File: config.mk
export PLATFORM = sky130hd
export DESIGN_NAME = mtlooper_front
export DESIGN_NICKNAME = d
export VERILOG_FILES = /design/src/design/mtlooper_pkg.sv /design/src/design/mtlooper_front.sv
export SDC_FILE = /design/constraint.sdc
export NUM_CORES = 1
export LEC_CHECK = 0
export ABC_CLOCK_PERIOD_IN_PS = 1000
export BUFFER_PORTS_ARGS = -buffer_cell sky130_fd_sc_hd__buf_4
export CAP_MARGIN = 20
export CORE_MARGIN = 2
export CORE_UTILIZATION = 20
export DETAILED_ROUTE_END_ITERATION = 8
export PLACE_DENSITY = 0.78
export SLEW_MARGIN = 20
export SYNTH_ARGS = -nofsm -noshare
export SYNTH_HDL_FRONTEND = slang
export SYNTH_SLANG_ARGS = --single-unit
File: constraint.sdc
create_clock -name clk -period 1 [get_ports clk]
set_clock_uncertainty 0.15 [all_clocks]
set_input_delay 0.25 -clock clk [delete_from_list [all_inputs] [get_ports clk]]
set_output_delay 0.25 -clock clk [all_outputs]
set_load 0.05 [all_outputs]
File: src/design/mtlooper_pkg.sv
// mtlooper_pkg: shared types and constants of the multitrack overdub looper
// action codes, the command beat passed from front to back, back-end states
// no dependencies
`timescale 1ns / 1ps

package mtlooper_pkg;

  localparam int SAMPLE_W = 16;
  localparam int MASK_W   = 4;
  localparam int SEEK_W   = 19;
  localparam int CFG_W    = 3;
  localparam int ACTION_W = 2;

  typedef enum logic [ACTION_W-1:0] {
    ACT_SAMPLE = 2'd0,
    ACT_MARK   = 2'd1,
    ACT_SEEK   = 2'd2,
    ACT_CLEAR  = 2'd3
  } action_t;

  // classified command: masks already limited to taking-part tracks,
  // seek already clamped into the store
  typedef struct packed {
    action_t                     action;
    logic signed [SAMPLE_W-1:0]  sample;
    logic        [MASK_W-1:0]    rec_mask;
    logic        [MASK_W-1:0]    play_mask;
    logic        [SEEK_W-1:0]    seek;
  } cmd_t;

  typedef enum logic [2:0] {
    S_IDLE,
    S_RREC,
    S_WREC,
    S_RPLAY,
    S_ACC,
    S_OUT,
    S_CLEAR
  } bk_state_t;

endpackage

File: src/design/mtlooper_front.sv
// mtlooper_front: accepts input beats, holds the active_tracks register
// and classifies each action into a cmd_t for the queue; uses mtlooper_pkg
`timescale 1ns / 1ps

module mtlooper_front #(
  parameter int TRACKS     = 4,
  parameter int LOOP_DEPTH = 524288
) (
  input  logic                                   clk,
  input  logic                                   rst,
  input  logic                                   cfg_valid,
  output logic                                   cfg_ready,
  input  logic [mtlooper_pkg::CFG_W-1:0]         cfg_data,
  input  logic                                   in_valid,
  output logic                                   in_ready,
  input  logic [mtlooper_pkg::ACTION_W-1:0]      action,
  input  logic signed [mtlooper_pkg::SAMPLE_W-1:0] sample_in,
  input  logic [mtlooper_pkg::MASK_W-1:0]        record_mask,
  input  logic [mtlooper_pkg::MASK_W-1:0]        play_mask,
  input  logic [mtlooper_pkg::SEEK_W-1:0]        seek_position,
  input  logic                                   hold,
  output logic                                   push_valid,
  input  logic                                   push_ready,
  output mtlooper_pkg::cmd_t                     push_data
);
  import mtlooper_pkg::*;

  localparam int SEEK_CAP = (LOOP_DEPTH - 1 < 524287) ? LOOP_DEPTH - 1 : 524287;

  logic [CFG_W-1:0]  active_tracks;
  logic [4:0]        active_n;
  logic [MASK_W-1:0] track_en;

  assign cfg_ready = 1'b1;

  always_ff @(posedge clk) begin
    if (rst) begin
      active_tracks <= '0;
    end else if (cfg_valid) begin
      active_tracks <= cfg_data;
    end
  end

  // taking-part tracks: the first min(active_tracks, TRACKS)
  always_comb begin
    if (5'(active_tracks) > 5'(TRACKS)) begin
      active_n = 5'(TRACKS);
    end else begin
      active_n = 5'(active_tracks);
    end
    for (int t = 0; t < MASK_W; t++) begin
      track_en[t] = 5'(t) < active_n;
    end
  end

  always_comb begin
    push_data.action    = action_t'(action);
    push_data.sample    = sample_in;
    push_data.rec_mask  = record_mask & track_en;
    push_data.play_mask = play_mask & track_en;
    if (seek_position > SEEK_W'(SEEK_CAP)) begin
      push_data.seek = SEEK_W'(SEEK_CAP);
    end else begin
      push_data.seek = seek_position;
    end
  end

  assign push_valid = in_valid && !hold;
  assign in_ready   = push_ready && !hold;

endmodule

==> Implementation_results.wiki <==
{| class="wikitable"
! Metric !! Value
|-
| Run status || finished with violations
|-
| Violated checks || negative setup slack
|-
| Syn Area/Cell || 6.57 µm²
|-
| Sequential cell area fraction in the yosys report || 15.2%
|-
| Via count of the first global-routing pass || 379
|-
| I/O Buffers || 26
|-
| Register area || 71.3 µm²
|-
| Synth-to-Final Area Change || 51.1%
|-
| Worst hold path cell count || 2
|-
| Filler cell count || 201
|-
| Category of the critical setup timing path || flip-flop to output port
|-
| HPWL Detailed || 1030 µm
|-
| Global-route usage over all layers || 10.7%
|-
| Number of warning messages in the yosys log || 0
|-
| Number of nets with antenna violations after routing || 0
|-
| Placement row count || 16
|-
| Post-CTS setup buffer count || 0
|-
| Number of pins with negative max-slew slack in the final report || 0
|-
| Reg2reg path depth || 2
|-
| Die Footprint || 2340 µm²
|-
| Power per Cell Area || 1060 nW/µm²
|-
| Final std cells w/o fill || 79
|-
| Final Wtd Congestion || 0.673
|-
| Register bank with the most flops || active_tracks
|-
| Detailed Routing Iterations Pass 1 || 2
|-
| Cells traversed along the worst timing path || nor3_4, nor2b_4, buf_6
|-
| Placeable Area || 1900 µm²
|-
| Final Instance Area || 596 µm²
|-
| Peak per-stage delay on the critical path || 0.35 ns
|-
| Post-synthesis cell count || 60
|-
| Highest clock frequency the design can meet || 679 MHz
|-
| Period utilization || 147%
|-
| Number of library cell types mapped by synthesis || 11
|-
| Net Count, Synth || 114
|-
| Die Span Y || 48.4 µm
|-
| Worst Setup Slack, final || -0.473 ns
|-
| Number of antenna violations at the first check in global routing || 0
|-
| Fin crit period || 1.47 ns
|-
| Footprint of the multi-input gates || 201 µm²
|-
| Flip-flop count of the largest register, all copies and words added || 3
|-
| Antenna cells || 0
|-
| Depth of the critical timing path with buffers and inverters included || 3
|-
| Clock-pin slew on the worst setup and hold paths || 0.04 ns
|-
| Global-route wire length before repair || 1840 µm
|-
| Worst VDD drop || 0.000302 V
|-
| Critical path data required time || 0.60 ns
|-
| Pin count of the biggest net entering global routing || 8
|-
| Top Registers || active_tracks: 3 flops
|-
| Share of the core filled with cells in the final layout || 31.3%
|-
| P_leak || 0.000282 µW
|-
| Num CTS Buffers || 3
|-
| Drt drc || 0
|-
| Startpoint type of the worst setup path || flip-flop
|-
| Buffer levels on the longest clock path || 2
|-
| Setup TNS Final || -3.17 ns
|-
| Crit path max fanout || 3
|-
| Clk Latency, worst-skew pair || 0.23 ns
|-
| Synth Register Bits || 3
|-
| Detailed router's first-iteration violation count || 1
|-
| Slowest cell on the critical path || sky130_fd_sc_hd__dfxtp_4
|-
| Total grt overflow || 0
|-
| HP Class || input port to flip-flop
|-
| Endpoint type of the worst setup path || output port
|-
| Count of pins on the block boundary || 102
|-
| Clock net sink count || 3
|-
| Starting density of the core || 20.7%
|-
| Via density || 3.96
|-
| Root cell of the clock tree || sky130_fd_sc_hd__clkbuf_4
|-
| Dpl cell area || 495 µm²
|-
| Layout cell share with drive strength beyond 1 || 84.6%
|-
| Post-Route Hold Slack || 0.0421 ns
|-
| Count of vias placed by the detailed router || 313
|-
| H-tree depth || 1
|-
| Instance count after placement with tap cells included || 75
|-
| Total length of routed wires || 1230 µm
|-
| Fin. Hold Viols || 0
|-
| CTS tree || done
|-
| Die X || 48.4 µm
|-
| Number of nets in the layout || 107
|-
| Critical path arrival || 1.07 ns
|-
| Routed length per placed instance || 15.5 µm
|-
| Top Family by Delay on Critical Path || flip-flops
|-
| Post-synthesis cell area || 394 µm²
|-
| CP Buf/Inv Count || 1
|-
| Unrepaired setup endpoints after global routing || true
|-
| Final count of negative-setup-slack endpoints || 10
|-
| Total of max-cap violations || 0
|}
==> metrics by stage <==
step / setup WS, ns / total power [µW]
2_1_floorplan: -0.144 / 674
3_3_place_gp: -0.260 / 389
3_5_place_dp: -0.275 / 392
4_1_cts: -0.486 / 643
5_1_grt: -0.507 / 673
6_report: -0.473 / 632
==> area by class of cell <==
class	count	share of cell area, %
Tap cell	27	5.67
Clock buffer	4	4.41
Multi-Input combinational cell	19	33.8
Sequential cell	3	12.0
Timing Repair Buffer	26	44.1
==> cell usage after synthesis (all sizes together) <==
cell	instances	area (µm²)
buf	19	143
clkbuf	19	71.3
nor2b	6	37.5
dfxtp	3	60.1
mux2i	3	30.0
nor2	3	11.3
and2	2	12.5
o21a	2	15.0
a21oi	1	5.00
conb	1	3.75
nor3	1	5.00
==> worst paths after layout <==
path                    startpoint                to  slack (ns)
setup / recovery  active_tracks[0]     push_data[19]       -0.47
hold / removal                 rst  active_tracks[1]        0.04
setup reg to reg  active_tracks[2]  active_tracks[2]        0.19
hold reg to reg   active_tracks[0]  active_tracks[0]        0.41
==> logic make-up (layout without fill, tap and decap cells) <==
| kind of cell | count (synthesis) | in the layout | synth area share, % |
|---|---|---|---|
| muxes | 3 | 3 | 7.62 |
| other | 1 | 1 | 0.951 |
| DFF | 3 | 3 | 15.2 |
| AOI/OAI and AO/OA | 3 | 3 | 5.08 |
| buffers and inverters | 38 | 30 | 54.3 |
| and+or+nand+nor | 12 | 12 | 16.8 |
==> where the power goes <==
part           leakage, µW  switching (µW)  internal, µW
combinational     0.000240             142           140
clock            0.0000150            58.6           149
sequential       0.0000267            17.0           125
total             0.000282             218           414
==> metal layers <==
metal	vias to the layer above	share of wire, %	wire, µm	GRT usage, %
li1	131	-	-	-
met1	125	20	251	5.33
met2	53	53	646	18.8
met3	4	25	310	12.0
met4	0	1.4	17	7.62
met5	-	0	0	0
==> what timing repair did <==
item,4_1_cts,5_1_grt
setup endpoints to repair,10,10
hold buffers,0,0
gates resized for setup,17,2
pin swaps,2,2
==> worst reg2reg max path: cells and delay by family (launching register included) <==
family           cells  cell delay [ns]
DFF                  1             0.37
muxes                1             0.13
and+or+nand+nor      1             0.05
==> cell usage in the layout (no fill, tap or decap), drive strengths merged <==
cell type	synthesis	final
nor2	3	3
a21oi	1	1
mux2i	3	3
nor3	1	1
conb	1	1
buf	19	26
nor2b	6	6
dfxtp	3	3
and2	2	2
o21a	2	2
clkbuf	19	4
Note: power is estimated with default switching activity, not from simulation.
