**config.mk**
```make
export PLATFORM = sky130hd
export DESIGN_NAME = mtlooper_queue
export DESIGN_NICKNAME = d
export VERILOG_FILES = /design/src/design/mtlooper_pkg.sv /design/src/design/mtlooper_queue.sv
export SDC_FILE = /design/constraint.sdc
export NUM_CORES = 1
export LEC_CHECK = 0
export CORE_MARGIN = 4
export CORE_UTILIZATION = 49
export DETAILED_ROUTE_END_ITERATION = 10
export DONT_BUFFER_PORTS = 1
export PLACE_DENSITY_LB_ADDON = 0.05
export RECOVER_POWER = 100
export SETUP_SLACK_MARGIN = 0.1
export SLEW_MARGIN = 20
export SYNTH_ARGS = -nofsm -noshare
export SYNTH_HDL_FRONTEND = slang
export SYNTH_SLANG_ARGS = --single-unit
```
**constraint.sdc**
```tcl
create_clock -name clk -period 4.4 [get_ports clk]
set_input_delay 1.32 -clock clk [delete_from_list [all_inputs] [get_ports clk]]
set_output_delay 1.32 -clock clk [all_outputs]
set_load 0.005 [all_outputs]
```
**src/design/mtlooper_pkg.sv**
```systemverilog
// mtlooper_pkg: shared types and constants of the multitrack overdub looper
// action codes, the command beat passed from front to back, back-end states
// no dependencies
`timescale 1ns / 1ps

package mtlooper_pkg;

  localparam int SAMPLE_W = 16;
  localparam int MASK_W   = 4;
  localparam int SEEK_W   = 19;
  localparam int CFG_W    = 3;
  localparam int ACTION_W = 2;

  typedef enum logic [ACTION_W-1:0] {
    ACT_SAMPLE = 2'd0,
    ACT_MARK   = 2'd1,
    ACT_SEEK   = 2'd2,
    ACT_CLEAR  = 2'd3
  } action_t;

  // classified command: masks already limited to taking-part tracks,
  // seek already clamped into the store
  typedef struct packed {
    action_t                     action;
    logic signed [SAMPLE_W-1:0]  sample;
    logic        [MASK_W-1:0]    rec_mask;
    logic        [MASK_W-1:0]    play_mask;
    logic        [SEEK_W-1:0]    seek;
  } cmd_t;

  typedef enum logic [2:0] {
    S_IDLE,
    S_RREC,
    S_WREC,
    S_RPLAY,
    S_ACC,
    S_OUT,
    S_CLEAR
  } bk_state_t;

endpackage

```
**src/design/mtlooper_queue.sv**
```systemverilog
// mtlooper_queue: two-entry command queue between front and back
// lets each side stall on its own; uses mtlooper_pkg
`timescale 1ns / 1ps

module mtlooper_queue (
  input  logic               clk,
  input  logic               rst,
  input  logic               push_valid,
  output logic               push_ready,
  input  mtlooper_pkg::cmd_t push_data,
  output logic               pop_valid,
  input  logic               pop_ready,
  output mtlooper_pkg::cmd_t pop_data
);
  import mtlooper_pkg::*;

  cmd_t       entry [2];
  logic       wr_ptr;
  logic       rd_ptr;
  logic [1:0] count;
  logic       do_push;
  logic       do_pop;

  assign push_ready = count != 2'd2;
  assign pop_valid  = count != 2'd0;
  assign pop_data   = entry[rd_ptr];
  assign do_push    = push_valid && push_ready;
  assign do_pop     = pop_valid && pop_ready;

  always_ff @(posedge clk) begin
    if (rst) begin
      wr_ptr <= 1'b0;
      rd_ptr <= 1'b0;
      count  <= 2'd0;
    end else begin
      if (do_push) begin
        wr_ptr <= ~wr_ptr;
      end
      if (do_pop) begin
        rd_ptr <= ~rd_ptr;
      end
      if (do_push && !do_pop) begin
        count <= count + 2'd1;
      end else if (do_pop && !do_push) begin
        count <= count - 2'd1;
      end
    end
  end

  always_ff @(posedge clk) begin
    if (do_push) begin
      entry[wr_ptr] <= push_data;
    end
  end

endmodule

```
==> results of run 1 <==
==> sequential cells by signal, indices dropped and copies added (netlist names), named ones only <==
register / cells
wr_ptr: 1
entry: 90
rd_ptr: 1
count: 2
==> layout make-up <==
| type | instances | area, sq um |
|---|---|---|
| sequential | 95 | 2800 |
| inverter | 1 | 3.75 |
| tap | 96 | 120 |
| clock inverter | 6 | 37.5 |
| multi-input combinational | 63 | 626 |
| clock buffer | 10 | 128 |
| fill | 575 | 3110 |
==> per-stage QoR <==
step / instances / utilization, %
floorplan: 164 / -
global placement: 255 / 52.0
detailed placement: 255 / 52.0
CTS: 271 / 54.5
global route: 271 / 54.4
finish: 271 / 54.4
==> per-layer routing <==
metal	routed length, um	vias up	global-route usage [%]	part of all wire, %
met1	1610	694	10.7	31
li1	-	649	-	-
met5	0	-	0	0
met2	2850	64	22.4	55
met4	99	0	6.68	1.9
met3	642	11	7.79	12
==> layout by cell type (no fill, tap or decap) <==
cell / n
clkinv_1: 1
clkinvlp_4: 2
xor2_1: 3
clkbuf_8: 9
clkbuf_1: 1
a21bo_2: 1
or2_2: 1
inv_1: 1
nand2b_1: 1
and3_1: 1
dfxtp_2: 1
nand3b_1: 1
or3_1: 1
clkinv_2: 2
o21ai_0: 2
a21oi_1: 2
dfxtp_1: 4
mux2_2: 10
and2_1: 1
ha_1: 1
mux2_1: 35
clkinv_4: 1
nor2_1: 3
edfxtp_1: 90
==> where the power goes <==
group          internal [mW]  total (mW)  switching, mW
registers               1.14        1.22         0.0862
logic                  0.138       0.301          0.162
clock network          0.202       0.469          0.266
==> how the worst min path moves through the flow <==
stage                             to                  start
6_report                   flip-flop    rd_ptr$_SDFFE_PP0P_
5_1_grt                    flip-flop    rd_ptr$_SDFFE_PP0P_
2_1_floorplan  count[1]$_SDFFE_PP0P_  count[1]$_SDFFE_PP0P_
3_5_place_dp               flip-flop    rd_ptr$_SDFFE_PP0P_
3_3_place_gp   count[1]$_SDFFE_PP0P_  count[1]$_SDFFE_PP0P_
4_1_cts                    flip-flop    rd_ptr$_SDFFE_PP0P_
==> worst reg2reg max path, delay by kind of cell (launching register included) <==
family,cells,cell delay [ns]
simple gates,2,1.81
flops,1,0.41
==> cells by family (layout without fill, tap and decap cells) <==
logic type,after synthesis,in the layout,share of synthesized area [%]
muxes,45,45,14.6
DFF,95,95,80.8
and+or+nand+nor,9,9,1.44
buffers and inverters,6,17,1.12
adders and majority gates,1,1,0.361
AOI/OAI and AO/OA,5,5,0.866
xor gates and xnor gates,3,3,0.758
==> key figures, run 1 <==
Run status
  – Status: complete, but fails checks
  – Violated checks: capacitance limit, slew limit

Clocking
  – Clock Tree Buf Depth: 2
  – Post_cts resized: 0
  – # hold bufs at CTS: 0
  – # clock sinks: 95
  – CTS Buf Count: 9
  – Worst-path clk slew: around 0.080 ns
  – TritonCTS clock tree: done
  – H-Tree Level Count: 3
  – Clk Latency, worst-skew pair: between 0.3 and 0.4 ns
  – Root Driver: clkbuf_8
  – Post-CTS Setup Inserts: 0

Placement
  – Area post-placement: about 3600 sq um
  – Post-place setup slack: around 1.6 ns
  – Post-DP HPWL: 3.50 mm
  – Final Wtd Congestion: between 0.6 and 0.7
  – Number of port buffers: 0

Floorplan
  – I/O Pins: 96
  – Die width: 92.1 um
  – Chip height: 92.1 um
  – Rows: 30
  – Initial core utilization: 50.8%
  – DIE AREA: between 8000 and 9000 sq um
  – Core Footprint: ~7000 sq um

Final layout
  – Post-route cell area: 3720 sq um
  – Synth-to-layout area growth: 7.25%
  – ANT cells: 0
  – Layout cells sized above 1: ~15%
  – Final nets: 220

Worst setup path
  – CP Capture Type: primary output
  – WP buf/inv: 0
  – Crit path kind: reg2out
  – Worst EP required: ~3.1 ns
  – Reg2reg start: count[0]$_SDFFE_PP0P_
  – Crit path depth: 1
  – Crit path arrival time: around 1.8 ns
  – CP top delay family: flip-flops
  – Crit path cell chain: mux2_2
  – Slowest CP cell: dfxtp_2
  – Slowest stage delay, CP: between 1 and 1.5 ns
  – Reg2reg end: entry[1][13]$_DFFE_PP_
  – CP max FO: 45
  – Setup crit start kind: flip-flop
  – CP endpoint: pop_data[23]
  – Reg2reg setup slack: approximately 1.7 ns
  – Worst Reg-to-Reg Cells: 2

Timing
  – Slew margin rel.: -37.0%
  – Actual slew at the worst max-slew pin: 2.05 ns
  – Final setup viols: 0
  – Smallest hold slack: between 0.5 and 0.6 ns
  – Final hold vios: 0
  – RSZ-0062 raised after global routing: false
  – Setup ws final: approximately 1.3 ns
  – Max Fclk: about 320 MHz
  – Setup TNS Final: 0 ns
  – Worst Clk Skew: 0.00850 ns
  – Fin crit period: roughly 3.1 ns
  – Max Slew Vio Count: 92
  – Final Cycle Share: 71.5%

Synthesis
  – Synth cell types: 18
  – Most used DFF post-synth: edfxtp_1
  – Synth Register Bits: 95
  – Most frequent cell after synthesis: edfxtp_1
  – Top cells by count, synth: edfxtp_1 (90), mux2_2 (45), dfxtp_1 (5)
  – Mapped Area: between 3000 and 4000 sq um
  – Synthesized area per cell: 21.1 sq um
  – Asr flop ratio synth: 0%
  – Largest cells by area after synthesis: edfxtp_1 (78%), mux2_2 (15%), dfxtp_1 (2.9%), buf_4 (0.87%), xor2_1 (0.76%)
  – Cell taking the most area after synthesis: edfxtp_1
  – Ys Warns: 0
  – Syn_nets: roughly 210
  – Post-synth EDFFs: 90
  – Syn Inst Count: approximately 160
  – Seq/Total Area, Yosys: roughly 81%
  – Synth top area share: between 70% and 80%

Power and ir drop
  – Total design power: approximately 2.0 mW
  – Peak supply drop: about 0.24 mV
  – Cell Pwr Density: approximately 540 nW/um^2
  – Leak pwr: roughly 1.2 nW

Drt
  – Routed Antenna Nets: 0
  – Routed WL: around 5.2 mm
  – DRC viols: 0
  – Via count: about 1400
  – Starting DRT DRC Count: between 60 and 70
  – First-pass detailed-route iteration total: 4
  – Via-per-instance ratio: around 5.2
  – DR WL/cell: a little under 20 um

Flow run
  – Max_cap viols: 2

Global route
  – First-pass GRT wire length: between 7 and 8 mm
  – Total GRT Usage: between 10% and 20%
  – Vias in the first global route: around 1600
  – Global route overflow: 0
  – Pin count of the biggest net entering global routing: 46
  – Antenna violations before repair: 0

Worst hold path
  – Hold crit path type: reg2reg
  – Hold Path Depth: 2
(Power assumes the default switching activity.)
==> run 2: changes to the inputs <==
==> constraint.sdc (replaced) <==
create_clock -name clk -period 2.7 [get_ports clk]
set_input_delay 0.81 -clock clk [delete_from_list [all_inputs] [get_ports clk]]
set_output_delay 0.81 -clock clk [all_outputs]
set_load 0.005 [all_outputs]
==> run 2 against run 1 <==
Die area stayed put; design area up 2.3%; the flow now finishes without violations; clock skew fell by 0.0012 ns; sequential cell count stayed put; hold slack lost 0.026 ns; setup slack worse by 0.97 ns; clock power grew 84%; critical endpoint is now pop_data[24]; clock-buffer cell count unchanged; register-to-register slack worse by 1.1 ns; sequential share of layout area fell by 1.7 points; highest routed layer unchanged.
==> key figures, run 2 (same netlist as run 1, synthesis figures left out) <==
Run status
  – Status: complete, no violations

Global route
  – Vias in the first global route: 1563
  – Total GRT Usage: between 10% and 20%
  – Antenna violations before repair: 0
  – Pin count of the biggest net entering global routing: 30
  – Global route overflow: 0
  – First-pass GRT wire length: 8.27 mm

Clocking
  – Worst-path clk slew: ~0.090 ns
  – Clock Tree Buf Depth: 2
  – CTS Buf Count: 9
  – TritonCTS clock tree: done
  – Clk Latency, worst-skew pair: around 0.34 ns
  – Post_cts resized: 0
  – # clock sinks: 95
  – Post-CTS Setup Inserts: 0
  – Root Driver: clkbuf_8
  – H-Tree Level Count: 3
  – # hold bufs at CTS: 0

Power and ir drop
  – Cell Pwr Density: 890 nW/um^2
  – Pint: around 2.5 mW
  – Comb power frac: ~18%
  – Peak supply drop: 0.363 mV
  – Leak pwr: about 1.2 nW
  – Net Sw Frac: around a quarter
  – Total design power: around 3.4 mW
  – Sequential power share: around 57%
  – Net Sw Power: between 0.8 and 0.9 mW
  – Clock share of power: between 20% and 30%

Drt
  – Via count: ~1400
  – Via-per-instance ratio: roughly 5.2
  – DRC viols: 0
  – DR WL/cell: 19.5 um
  – Routed Antenna Nets: 0
  – First-pass detailed-route iteration total: 4
  – Starting DRT DRC Count: 57
  – Routed WL: 5.35 mm

Final layout
  – Synth-to-layout area growth: 9.67%
  – Most common library cell in the layout ignoring fill and taps: edfxtp_1
  – Max reg flops: 90
  – Final core occ: between 50% and 60%
  – Fill cells: between 500 and 600
  – Commonest non-fill, non-tap cells in the layout: edfxtp_1 (90), mux2_1 (35), mux2_2 (10)
  – Most flops, register: entry
  – Biggest regs: entry x90, count x2
  – ANT cells: 0
  – Layout cells sized above 1: ~17%
  – Final nets: approximately 220

Timing
  – Final Cycle Share: approximately nine tenths
  – Final setup viols: 0
  – Final hold vios: 0
  – Max Slew Vio Count: 0
  – RSZ-0062 raised after global routing: false
  – Max Fclk: between 400 and 500 MHz
  – Worst Clk Skew: approximately 0.0073 ns
  – Setup TNS Final: 0 ns
  – Actual slew at the worst max-slew pin: 1.05 ns
  – Slew margin rel.: 29.9%
  – Fin crit period: 2.41 ns

Worst setup path
  – CP Capture Type: primary output
  – Setup crit start kind: flip-flop
  – Reg2reg end: entry[1][12]$_DFFE_PP_
  – Worst Reg-to-Reg Cells: 3
  – Reg2reg start: count[0]$_SDFFE_PP0P_
  – Reg2reg setup slack: 0.58 ns
  – Crit path kind: reg2out
  – CP max FO: 29
  – Worst EP required: about 1.9 ns
  – Crit path arrival time: around 1.6 ns

Floorplan
  – Initial core utilization: about half
  – Core Footprint: 6830 sq um
  – Rows: 30
  – I/O Pins: 96
  – Chip height: 92.1 um
  – Die width: 92.1 um
  – DIE AREA: around 8500 sq um

Worst hold path
  – Hold_sp: rd_ptr$_SDFFE_PP0P_
  – Hold Path Depth: 2
  – Hold crit path type: reg2reg

Placement
  – Post-DP HPWL: 3.73 mm
  – Final Wtd Congestion: approximately 0.68
  – Number of port buffers: 0

Flow run
  – Max_cap viols: 0
## run 2: changes by cell type in the layout (fill, tap and decap cells not counted), sizes merged
| cell | before | now |
|---|---|---|
| buf | 0 | 3 |
| bufinv | 0 | 1 |
| clkinv | 4 | 2 |
| clkinvlp | 2 | 3 |
## run 2: power by group through the flow
stage          Clock (mW)  Sequential [mW]  Combinational, mW
3_5_place_dp            0             1.97              0.657
4_1_cts             0.897             1.93              0.663
6_report            0.861             1.93              0.594
3_3_place_gp            0             1.95              0.649
5_1_grt             0.961             1.95              0.655
2_1_floorplan           0             1.92              0.552
## run 2: layout make-up
cell class | count | area, sq um | area share (%)
clock buffer | 10 | 128 | 3.36
clock inverter | 6 | 61.3 | 1.61
inverter | 1 | 3.75 | 0.0987
multi-input combinational | 63 | 626 | 16.5
sequential | 95 | 2800 | 73.7
tap | 96 | 120 | 3.16
timing repair buffer | 3 | 60.1 | 1.58
## run 2: routing by layer
| metal | routed length [um] | track usage [%] | vias up | part of all wire [%] |
|---|---|---|---|---|
| met5 | 0 | 0 | - | 0 |
| met4 | 81 | 6.31 | 0 | 1.5 |
| met3 | 601 | 6.97 | 9 | 11 |
| met2 | 2890 | 22.9 | 65 | 54 |
| met1 | 1770 | 12.6 | 688 | 33 |
| li1 | - | - | 654 | - |
## run 2: stage by stage
stage	instances	hold WS, ns	worst slack (ns)	area (sq um)
5_1_grt	274	0.492	0.174	3800
2_1_floorplan	164	0.471	0.356	3470
3_5_place_dp	258	0.506	0.649	3610
3_3_place_gp	258	0.487	0.671	3610
6_report	274	0.519	0.288	3800
4_1_cts	274	0.498	0.246	3800
## run 2: worst max-delay path, stage by stage (launching register included)
cell and delay (ns):
dfxtp_2 0.61, buf_12 0.26, mux2_1 0.39
## run 2: worst max-delay path by stage
stage	startpoint	to	slack (ns)	depth (start not counted)
3_5_place_dp	flip-flop	pop_data[38]	0.65	2
6_report	flip-flop	pop_data[24]	0.29	2
3_3_place_gp	flip-flop	pop_data[38]	0.67	2
4_1_cts	flip-flop	pop_data[38]	0.25	2
2_1_floorplan	push_valid	entry[1][0]$_DFFE_PP_	0.36	1
5_1_grt	flip-flop	pop_data[38]	0.17	2
